`config.mk`:
```
export PLATFORM = sky130hd
export DESIGN_NAME = heater_hysteresis_controller_top_flat
export DESIGN_NICKNAME = d
export VERILOG_FILES = /design/src/rtl/hhc_pkg.sv /design/src/rtl/hhc_ifs.sv /design/src/rtl/heater_hysteresis_controller_top.sv /design/src/flat_wrapper.sv
export VERILOG_INCLUDE_DIRS = /design/src /design/src/rtl
export SDC_FILE = /design/constraint.sdc
export NUM_CORES = 1
export LEC_CHECK = 0
export BUFFER_PORTS_ARGS = -buffer_cell sky130_fd_sc_hd__clkbuf_2
export CAP_MARGIN = 20
export CELL_PAD_IN_SITES_DETAIL_PLACEMENT = 0
export CELL_PAD_IN_SITES_GLOBAL_PLACEMENT = 1
export CORE_AREA = 4 4 104 179
export DETAILED_ROUTE_END_ITERATION = 10
export DIE_AREA = 0 0 108 183
export PLACE_DENSITY = 0.82
export RECOVER_POWER = 50
export SLEW_MARGIN = 25
export SYNTH_ARGS = -nofsm -noshare
export SYNTH_HDL_FRONTEND = slang
export SYNTH_SLANG_ARGS = --single-unit
```
`constraint.sdc`:
```
create_clock -name clk -period 8.76 [get_ports clk]
set_input_delay 0.438 -clock clk [delete_from_list [all_inputs] [get_ports clk]]
set_output_delay 0.438 -clock clk [all_outputs]
set_load 0.02 [all_outputs]
```
`src/rtl/heater_hysteresis_controller_top_defines.svh`:
```
// Assertion macros shared by the heater controller RTL.
`ifndef HEATER_HYSTERESIS_CONTROLLER_TOP_DEFINES_SVH
`define HEATER_HYSTERESIS_CONTROLLER_TOP_DEFINES_SVH

// Same-cycle implication, checked outside reset.
`define HHC_ASSERT_NOW(label, ante, cons) \
  label: assert property (@(posedge clk) disable iff (!rst_n) (ante) |-> (cons)) \
    else $error("heater controller check failed");

// Next-cycle implication, checked outside reset.
`define HHC_ASSERT_NEXT(label, ante, cons) \
  label: assert property (@(posedge clk) disable iff (!rst_n) (ante) |=> (cons)) \
    else $error("heater controller check failed");

`endif

```
`src/rtl/hhc_pkg.sv`:
```
// Types and constants for the heater hysteresis controller.
`default_nettype none
package hhc_pkg;

  localparam int TEMP_BITS = 10;
  // Width that holds temperature plus hysteresis without wrap.
  localparam int CMP_BITS  = ((TEMP_BITS > 8) ? TEMP_BITS : 8) + 1;

  typedef logic [TEMP_BITS-1:0] temp_t;
  typedef logic [7:0]           tick8_t;
  typedef logic [15:0]          watch_t;

  localparam logic [1:0] MODE_ENABLE  = 2'd1;
  localparam logic [1:0] MODE_DISABLE = 2'd2;

  localparam logic [1:0] DIAG_NONE            = 2'd0;
  localparam logic [1:0] DIAG_NOT_WORKING     = 2'd1;
  localparam logic [1:0] DIAG_NOT_TURNING_OFF = 2'd2;

  localparam int ADDR_BITS = 4;
  localparam logic [1:0] REG_TARGET    = 2'd0;
  localparam logic [1:0] REG_HYST      = 2'd1;
  localparam logic [1:0] REG_OFF_DELAY = 2'd2;
  localparam logic [1:0] REG_WATCH     = 2'd3;

  localparam temp_t  TARGET_RESET    = '0;
  localparam tick8_t HYST_RESET      = 8'd3;
  localparam tick8_t OFF_DELAY_RESET = 8'd2;
  localparam watch_t WATCH_RESET     = 16'd900;

endpackage
`default_nettype wire

```
`src/rtl/hhc_ifs.sv`:
```
// Valid/ready channel interfaces for control ticks and results.
`default_nettype none
interface hhc_in_if;
  logic                valid;
  logic                ready;
  logic [1:0]          mode;
  logic                fan_running;
  logic                preheating;
  logic                door_closed;
  hhc_pkg::temp_t      oven_temp;

  modport source (output valid, mode, fan_running, preheating, door_closed, oven_temp,
                  input ready);
  modport sink   (input valid, mode, fan_running, preheating, door_closed, oven_temp,
                  output ready);
endinterface

interface hhc_out_if;
  logic                valid;
  logic                ready;
  logic                heater_drive;
  logic                door_open_request;
  logic [1:0]          diag_event;
  hhc_pkg::temp_t      diag_temp;

  modport source (output valid, heater_drive, door_open_request, diag_event, diag_temp,
                  input ready);
  modport sink   (input valid, heater_drive, door_open_request, diag_event, diag_temp,
                  output ready);
endinterface
`default_nettype wire

```
`src/rtl/heater_hysteresis_controller_top.sv`:
```
// Top level of the on/off heater thermostat with hysteresis and watchdogs.
//
//   channel | direction | handshake         | beat contents
//   in_ch   | in        | valid/ready       | mode, fan, preheat, door, oven_temp
//   out_ch  | out       | valid/ready       | heater_drive, door request, diag
//   cfg_*   | in        | APB, pready high  | four setpoint/timing registers
//
// A tick beat is captured in an input register, evaluated combinationally against the
// thermostat state and lands in the result register. One beat per cycle is sustained
// while the result is not stalled; state updates when a beat enters the result stage.
// Reset (rst_n low, synchronous) clears both stages and loads register defaults.
// A stalled result holds both stages; the input register still fills if it is empty.
`default_nettype none
`include "heater_hysteresis_controller_top_defines.svh"
module heater_hysteresis_controller_top (
  input  wire logic                          clk,
  input  wire logic                          rst_n,
  hhc_in_if.sink                             in_ch,
  hhc_out_if.source                          out_ch,
  input  wire logic                          cfg_psel,
  input  wire logic                          cfg_penable,
  input  wire logic                          cfg_pwrite,
  input  wire logic [hhc_pkg::ADDR_BITS-1:0] cfg_paddr,
  input  wire logic [31:0]                   cfg_pwdata,
  output logic      [31:0]                   cfg_prdata,
  output logic                               cfg_pready
);

  // Configuration registers
  hhc_pkg::temp_t  target_r;
  hhc_pkg::tick8_t hyst_r;
  hhc_pkg::tick8_t off_delay_ticks_r;
  hhc_pkg::watch_t watch_ticks_r;

  logic       cfg_wr;
  logic [1:0] cfg_idx;

  assign cfg_pready = 1'b1;
  assign cfg_idx    = cfg_paddr[3:2];
  assign cfg_wr     = cfg_psel && cfg_penable && cfg_pwrite && cfg_pready;

  always_ff @(posedge clk) begin
    if (!rst_n) begin
      target_r          <= hhc_pkg::TARGET_RESET;
      hyst_r            <= hhc_pkg::HYST_RESET;
      off_delay_ticks_r <= hhc_pkg::OFF_DELAY_RESET;
      watch_ticks_r     <= hhc_pkg::WATCH_RESET;
    end else if (cfg_wr) begin
      case (cfg_idx)
        hhc_pkg::REG_TARGET:    target_r          <= cfg_pwdata[hhc_pkg::TEMP_BITS-1:0];
        hhc_pkg::REG_HYST:      hyst_r            <= cfg_pwdata[7:0];
        hhc_pkg::REG_OFF_DELAY: off_delay_ticks_r <= cfg_pwdata[7:0];
        hhc_pkg::REG_WATCH:     watch_ticks_r     <= cfg_pwdata[15:0];
        default: ;
      endcase
    end
  end

  always_comb begin
    case (cfg_idx)
      hhc_pkg::REG_TARGET:    cfg_prdata = {{(32-hhc_pkg::TEMP_BITS){1'b0}}, target_r};
      hhc_pkg::REG_HYST:      cfg_prdata = {24'd0, hyst_r};
      hhc_pkg::REG_OFF_DELAY: cfg_prdata = {24'd0, off_delay_ticks_r};
      hhc_pkg::REG_WATCH:     cfg_prdata = {16'd0, watch_ticks_r};
      default:                cfg_prdata = '0;
    endcase
  end

  // Pipeline control
  logic s0_valid_r;
  logic out_valid_r;
  logic advance;
  logic in_fire;

  assign advance      = !out_valid_r || out_ch.ready;
  assign in_ch.ready  = !s0_valid_r || advance;
  assign in_fire      = in_ch.valid && in_ch.ready;
  assign out_ch.valid = out_valid_r;

  // Input register
  logic [1:0]     s0_mode_r;
  logic           s0_fan_r;
  logic           s0_preheat_r;
  logic           s0_door_r;
  hhc_pkg::temp_t s0_temp_r;

  always_ff @(posedge clk) begin
    if (in_fire) begin
      s0_mode_r    <= in_ch.mode;
      s0_fan_r     <= in_ch.fan_running;
      s0_preheat_r <= in_ch.preheating;
      s0_door_r    <= in_ch.door_closed;
      s0_temp_r    <= in_ch.oven_temp;
    end
  end

  // Thermostat state
  logic            heater_on_r,      heater_on_nxt;
  hhc_pkg::tick8_t off_delay_left_r, off_delay_left_nxt;
  hhc_pkg::watch_t on_watch_left_r,  on_watch_left_nxt;
  hhc_pkg::watch_t off_watch_left_r, off_watch_left_nxt;
  logic            door_req;
  logic [1:0]      diag;

  logic [hhc_pkg::CMP_BITS-1:0] temp_plus_hyst;
  logic [hhc_pkg::CMP_BITS-1:0] target_wide;
  logic                         above_target;
  logic                         below_band;

  // temp < target - hyst, rewritten as temp + hyst < target to stay unsigned.
  assign temp_plus_hyst = hhc_pkg::CMP_BITS'(s0_temp_r) + hhc_pkg::CMP_BITS'(hyst_r);
  assign target_wide    = hhc_pkg::CMP_BITS'(target_r);
  assign above_target   = s0_temp_r > target_r;
  assign below_band     = temp_plus_hyst < target_wide;

  always_comb begin
    heater_on_nxt      = heater_on_r;
    off_delay_left_nxt = off_delay_left_r;
    on_watch_left_nxt  = on_watch_left_r;
    off_watch_left_nxt = off_watch_left_r;
    door_req           = 1'b0;
    diag               = hhc_pkg::DIAG_NONE;
    case (s0_mode_r)
      hhc_pkg::MODE_ENABLE: begin
        if (!s0_fan_r) begin
          heater_on_nxt = 1'b0;
        end else if (above_target) begin
          if (off_delay_left_r != 8'd0) begin
            off_delay_left_nxt = off_delay_left_r - 8'd1;
          end else begin
            heater_on_nxt     = 1'b0;
            on_watch_left_nxt = watch_ticks_r;
            if (off_watch_left_r != 16'd0) begin
              off_watch_left_nxt = off_watch_left_r - 16'd1;
            end else begin
              diag               = hhc_pkg::DIAG_NOT_TURNING_OFF;
              off_watch_left_nxt = watch_ticks_r;
            end
            door_req = s0_preheat_r && s0_door_r;
          end
        end else if (below_band) begin
          heater_on_nxt      = 1'b1;
          off_delay_left_nxt = off_delay_ticks_r;
          off_watch_left_nxt = watch_ticks_r;
          if (on_watch_left_r != 16'd0) begin
            on_watch_left_nxt = on_watch_left_r - 16'd1;
          end else begin
            // below_band already implies the temperature is under target.
            diag              = hhc_pkg::DIAG_NOT_WORKING;
            on_watch_left_nxt = watch_ticks_r;
          end
        end
      end
      hhc_pkg::MODE_DISABLE: begin
        heater_on_nxt      = 1'b0;
        on_watch_left_nxt  = watch_ticks_r;
        off_watch_left_nxt = watch_ticks_r;
      end
      default: ;
    endcase
  end

  logic step;
  assign step = s0_valid_r && advance;

  always_ff @(posedge clk) begin
    if (!rst_n) begin
      s0_valid_r       <= 1'b0;
      out_valid_r      <= 1'b0;
      heater_on_r      <= 1'b0;
      off_delay_left_r <= hhc_pkg::OFF_DELAY_RESET;
      on_watch_left_r  <= hhc_pkg::WATCH_RESET;
      off_watch_left_r <= hhc_pkg::WATCH_RESET;
    end else begin
      if (in_ch.ready) begin
        s0_valid_r <= in_ch.valid;
      end
      if (advance) begin
        out_valid_r <= s0_valid_r;
      end
      if (step) begin
        heater_on_r      <= heater_on_nxt;
        off_delay_left_r <= off_delay_left_nxt;
        on_watch_left_r  <= on_watch_left_nxt;
        off_watch_left_r <= off_watch_left_nxt;
      end
    end
  end

  // Result register
  logic           res_heater_r;
  logic           res_door_r;
  logic [1:0]     res_diag_r;
  hhc_pkg::temp_t res_temp_r;

  always_ff @(posedge clk) begin
    if (step) begin
      res_heater_r <= heater_on_nxt;
      res_door_r   <= door_req;
      res_diag_r   <= diag;
      res_temp_r   <= (diag != hhc_pkg::DIAG_NONE) ? s0_temp_r : '0;
    end
  end

  assign out_ch.heater_drive      = res_heater_r;
  assign out_ch.door_open_request = res_door_r;
  assign out_ch.diag_event        = res_diag_r;
  assign out_ch.diag_temp         = res_temp_r;

  `HHC_ASSERT_NOW(a_diag_temp_zero,
    out_valid_r && (res_diag_r == hhc_pkg::DIAG_NONE), res_temp_r == '0)
  `HHC_ASSERT_NOW(a_door_req_heater_off, out_valid_r && res_door_r, !res_heater_r)
  `HHC_ASSERT_NOW(a_not_working_heater_on,
    out_valid_r && (res_diag_r == hhc_pkg::DIAG_NOT_WORKING), res_heater_r)
  `HHC_ASSERT_NEXT(a_stage_holds, s0_valid_r && !advance, s0_valid_r)

endmodule
`default_nettype wire
```
`src/flat_wrapper.sv`:
```
// flat-port wrapper written by rule: the top's interface ports become plain ports
module heater_hysteresis_controller_top_flat 
  (clk, rst_n, cfg_psel, cfg_penable, cfg_pwrite, cfg_paddr, cfg_pwdata, cfg_prdata, cfg_pready, in_ch_valid, in_ch_mode, in_ch_fan_running, in_ch_preheating, in_ch_door_closed, in_ch_oven_temp, in_ch_ready, out_ch_valid, out_ch_heater_drive, out_ch_door_open_request, out_ch_diag_event, out_ch_diag_temp, out_ch_ready);
  hhc_in_if in_ch_i ();
  hhc_out_if out_ch_i ();
  input  wire logic clk;
  input  wire logic rst_n;
  input  wire logic cfg_psel;
  input  wire logic cfg_penable;
  input  wire logic cfg_pwrite;
  input  wire logic [hhc_pkg::ADDR_BITS-1:0] cfg_paddr;
  input  wire logic [31:0] cfg_pwdata;
  output logic      [31:0] cfg_prdata;
  output logic cfg_pready;
  input wire logic [$bits(in_ch_i.valid)-1:0] in_ch_valid;
  input wire logic [$bits(in_ch_i.mode)-1:0] in_ch_mode;
  input wire logic [$bits(in_ch_i.fan_running)-1:0] in_ch_fan_running;
  input wire logic [$bits(in_ch_i.preheating)-1:0] in_ch_preheating;
  input wire logic [$bits(in_ch_i.door_closed)-1:0] in_ch_door_closed;
  input wire logic [$bits(in_ch_i.oven_temp)-1:0] in_ch_oven_temp;
  output wire logic [$bits(in_ch_i.ready)-1:0] in_ch_ready;
  output wire logic [$bits(out_ch_i.valid)-1:0] out_ch_valid;
  output wire logic [$bits(out_ch_i.heater_drive)-1:0] out_ch_heater_drive;
  output wire logic [$bits(out_ch_i.door_open_request)-1:0] out_ch_door_open_request;
  output wire logic [$bits(out_ch_i.diag_event)-1:0] out_ch_diag_event;
  output wire logic [$bits(out_ch_i.diag_temp)-1:0] out_ch_diag_temp;
  input wire logic [$bits(out_ch_i.ready)-1:0] out_ch_ready;
  assign in_ch_i.valid = in_ch_valid;
  assign in_ch_i.mode = in_ch_mode;
  assign in_ch_i.fan_running = in_ch_fan_running;
  assign in_ch_i.preheating = in_ch_preheating;
  assign in_ch_i.door_closed = in_ch_door_closed;
  assign in_ch_i.oven_temp = in_ch_oven_temp;
  assign in_ch_ready = in_ch_i.ready;
  assign out_ch_valid = out_ch_i.valid;
  assign out_ch_heater_drive = out_ch_i.heater_drive;
  assign out_ch_door_open_request = out_ch_i.door_open_request;
  assign out_ch_diag_event = out_ch_i.diag_event;
  assign out_ch_diag_temp = out_ch_i.diag_temp;
  assign out_ch_i.ready = out_ch_ready;
  heater_hysteresis_controller_top u_core (.clk(clk), .rst_n(rst_n), .in_ch(in_ch_i), .out_ch(out_ch_i), .cfg_psel(cfg_psel), .cfg_penable(cfg_penable), .cfg_pwrite(cfg_pwrite), .cfg_paddr(cfg_paddr), .cfg_pwdata(cfg_pwdata), .cfg_prdata(cfg_prdata), .cfg_pready(cfg_pready));
endmodule
```
==> flow_metrics.py <==
metrics = {
    "run_status": {
        "status": "finished with violations",
        "violations": "max-capacitance violations, max-slew violations",
    },
    "critical_path": {
        "setup.worst_path.class": "flip-flop to flip-flop",
        "worstSetupStartpointType": "flip-flop",
        "r2r-start": "u_core.s0_temp_r[0]$_DFFE_PP_",
        "rr_worst_depth": 17,
        "cp_data_arrival_time_ns": 5.14,
        "startpoint": "u_core.s0_temp_r[0]$_DFFE_PP_",
        "path_cells": "ha_1, fa_1, a211oi_1, nor2_1, o21a_1, o21ai_0, nand2b_1, a21oi_1, xnor2_1, ha_1, a211o_1, a21oi_1, o21a_1, o32ai_2, or3_1, nand2_1, a32oi_1",
        "endpoint_kind": "flip-flop",
        "critPathRequiredTime_ns": 8.93,
        "slowest_stage": "or3_1",
        "regToRegSetupSlack_ns": 3.79,
        "reg2reg_to": "u_core.on_watch_left_r[2]$_SDFFE_PN1P_",
        "crit_end": "u_core.on_watch_left_r[2]$_SDFFE_PN1P_",
        "critPathMaxFanout": 26,
        "max_stage_delay_ns": 0.84,
    },
    "floorplanning": {
        "die_y_um": 183,
        "core_area_sq_mm": 0.0171,
        "rows": 63,
        "io_pins": 107,
        "initial_core_util": 0.395,
        "die_area_sq_mm": 0.0198,
        "die_w_um": 108,
    },
    "synthesis": {
        "synth_simple_gate_area_share": 0.209,
        "synth_fa_ha_area_frac": 0.0660,
        "synthMuxAreaShare": 0.0703,
        "synth-compound-area-share": 0.198,
        "synth-edff-count": 29,
        "synth_top_area_cell": "dfxtp_1",
        "synth_seq_cells": 114,
        "postSynthAreaPerCell_sq_um": 8.92,
        "synth_area_sq_mm": 0.00675,
        "netlist.area_leader.share": 0.252,
        "ys_types": 79,
        "synth_top_family_by_area": "simple AND/OR/NAND/NOR gates",
        "ys_seq_area_frac": 0.381,
        "yosys_warnings": 0,
        "synth-xor-area-share": 0.00908,
        "synth_top_flop_cell": "dfxtp_1",
        "synth_area_leaders": "dfxtp_1 25%, edfxtp_1 13%, ha_1 6.3%, nand2_1 5.7%, a21oi_1 5.5%",
        "postSynth.asyncResetShare": 0,
        "synthCells": 757,
    },
    "route": {
        "num_vias": 5884,
        "wl_per_cell_um": 18.6,
        "ant_nets": 0,
        "via_per_inst": 5.60,
        "drtIter0Drc": 352,
        "wl_um": 19600,
        "drt_pre_antenna_iters": 4,
        "route.detailed.drc": 0,
    },
    "timing": {
        "slew_viol_final": 117,
        "holdWs_ns": 0.202,
        "fin_crit_sh": 0.567,
        "setup_tns_ns": 0,
        "setup_viol": 0,
        "max_freq_ghz": 0.201,
        "fin_skew_ns": 0.0103,
        "tightestPinTransition_ns": 3.39,
        "rsz0062_at_grt": "false",
        "fin_crit_ns": 4.97,
        "max_slew_margin": -1.26,
        "hold_viol": 0,
    },
    "layout": {
        "area_growth_pct": 14.4,
        "n_antenna_cell": 0,
        "layoutNonFillerInstCount": 1051,
        "nets": 904,
        "layout-drive-gt1-share": 0.152,
    },
    "placement": {
        "post-dp-hpwl_um": 14400,
        "place.gp.congestion": 0.852,
        "dpl.cell_count": 1019,
        "port_buffers": 71,
    },
    "power": {
        "netSwitchingFraction": 0.250,
        "switching_power_mw": 0.362,
        "finalPower_mw": 1.45,
        "p_per_area_mw_per_mm2": 188,
        "clockPowerShare": 0.492,
        "comb_power_share": 0.116,
        "power_frac_seq": 0.391,
        "internal_power_mw": 1.09,
        "leakagePower_nw": 2.82,
        "ir_worst_vdd_v": 0.000127,
    },
    "global_routing": {
        "grt.total_usage": 0.201,
        "grt-ovfl-total": 0,
        "grt_max_degree": 72,
        "grt_pass1_vias": 5809,
        "antenna_found_initial": 0,
        "grt_first_pass_wirelength_um": 30800,
    },
    "cts": {
        "htree_levels": 4,
        "clock_path_buffers": 2,
        "path_clk_slew_ns": 0.06,
        "clock-root-buffer": "clkbuf_16",
        "cts_setup_buffers": 0,
        "cts_tree": "yes",
        "cts_sinks": 114,
        "hold_buffers": 0,
        "numCtsBuffers": 17,
        "clk_latency_ns": 0.41,
        "cts_resized": 0,
    },
    "hold_path": {
        "hold_class": "input port to flip-flop",
    },
    "job": {
        "maxCapViolations": 2,
    },
}
-- cell type report --
class | instances | area [sq um]
clock inverter | 11 | 163
timing repair buffer | 80 | 383
inverter | 22 | 82.6
sequential | 114 | 2570
clock buffer | 21 | 440
fill | 1693 | 9390
multi-input combinational | 576 | 3790
tap | 227 | 284
-- worst max-delay path: cells and delay by family, from the launching register on --
family,cells,cell delay [ns]
xor gates and xnor gates,1,0.15
AOI/OAI and AO/OA,9,1.64
adders and majority gates,3,0.98
and+or+nand+nor,4,1.49
DFF,1,0.46
-- through the flow --
step           instance area (sq um)  setup slack [ns]   util
3_3_place_gp                    7150              3.74  0.418
4_1_cts                         7760              3.74  0.454
5_1_grt                         7720              3.51  0.451
3_5_place_dp                    7150              3.76  0.418
2_1_floorplan                   6810              4.92      -
6_report                        7720              3.79  0.451
-- power groups by stage --
stage	clock (mW)	sequential, mW	combinational, mW
2_1_floorplan	0	0.574	0.132
3_3_place_gp	0	0.577	0.168
3_5_place_dp	0	0.577	0.169
4_1_cts	0.723	0.566	0.170
5_1_grt	0.752	0.567	0.186
6_report	0.712	0.567	0.169
-- sequential cells by signal, summed over array words and instances, names as in the netlist, 2 cells and up --
name and count:
u_core.off_watch_left_r 16, u_core.on_watch_left_r 16, u_core.watch_ticks_r 16, u_core.out_ch.diag_temp 10
u_core.s0_temp_r 10, u_core.target_r 10, u_core.hyst_r 8, u_core.off_delay_left_r 8
u_core.off_delay_ticks_r 8, u_core.out_ch.diag_event 2, u_core.s0_mode_r 2
-- logic make-up (layout without fill, tap and decap cells) --
group / count (synthesis) / count (layout)
XOR/XNOR: 7 / 7
buffers and inverters: 82 / 134
adder cells (fa/ha/maj): 35 / 35
flip-flops: 114 / 114
other: 2 / 17
AO/OA/AOI/OAI: 191 / 191
multiplexers: 37 / 37
AND/OR/NAND/NOR: 289 / 289
-- cell usage after synthesis (9+ instances only) --
cell type	number
nor3_1	18
nor2_1	73
a21oi_1	74
a32oi_1	10
edfxtp_1	29
buf_2	9
ha_1	34
mux2i_1	26
clkbuf_1	19
dfxtp_1	85
and2_1	13
o32ai_1	16
nand2_1	103
buf_4	21
nand3_1	23
inv_1	21
o21ai_0	17
-- worst min-delay path by stage --
stage | slack (ns) | startpoint | depth (start not counted) | endpoint
floorplan | 0.43 | u_core.on_watch_left_r[13]$_SDFFE_PN0P_ | 2 | u_core.on_watch_left_r[13]$_SDFFE_PN0P_
global placement | 0.44 | u_core.on_watch_left_r[13]$_SDFFE_PN0P_ | 2 | u_core.on_watch_left_r[13]$_SDFFE_PN0P_
detailed placement | 0.46 | u_core.on_watch_left_r[13]$_SDFFE_PN0P_ | 2 | u_core.on_watch_left_r[13]$_SDFFE_PN0P_
CTS | 0.19 | in_ch_mode[1] | 1 | u_core.s0_mode_r[1]$_DFFE_PP_
global route | 0.19 | in_ch_oven_temp[7] | 1 | u_core.s0_temp_r[7]$_DFFE_PP_
finish | 0.20 | in_ch_mode[1] | 1 | u_core.s0_mode_r[1]$_DFFE_PP_
-- routing by layer --
layer,global-route usage,wire (um),vias to the layer above
met1,0.203,6930,2811
li1,-,-,2854
met5,0,0,-
met2,0.370,10600,169
met3,0.0395,814,50
met4,0.124,1240,0
-- placed cells by master, fill, tap and decap left out, types with 6 or more instances in the layout --
cell type,synthesis,routed
a211oi_1,6,6
a21o_1,6,6
a21oi_1,74,74
a31oi_1,8,8
a32oi_1,10,10
and2_1,13,12
and3_1,7,7
buf_4,21,6
clkbuf_1,19,30
clkbuf_16,0,17
clkbuf_2,0,48
conb_1,2,17
dfxtp_1,85,85
edfxtp_1,29,29
ha_1,34,34
inv_1,21,21
mux2i_1,26,26
mux4_2,8,8
nand2_1,103,103
nand3_1,23,23
nor2_1,73,72
nor3_1,18,18
nor4_1,8,8
o21a_1,8,8
o21ai_0,17,17
o22ai_1,7,7
o32ai_1,16,16
or3_1,6,6
xnor2_1,6,6
Power figures use the tool's default switching activity.
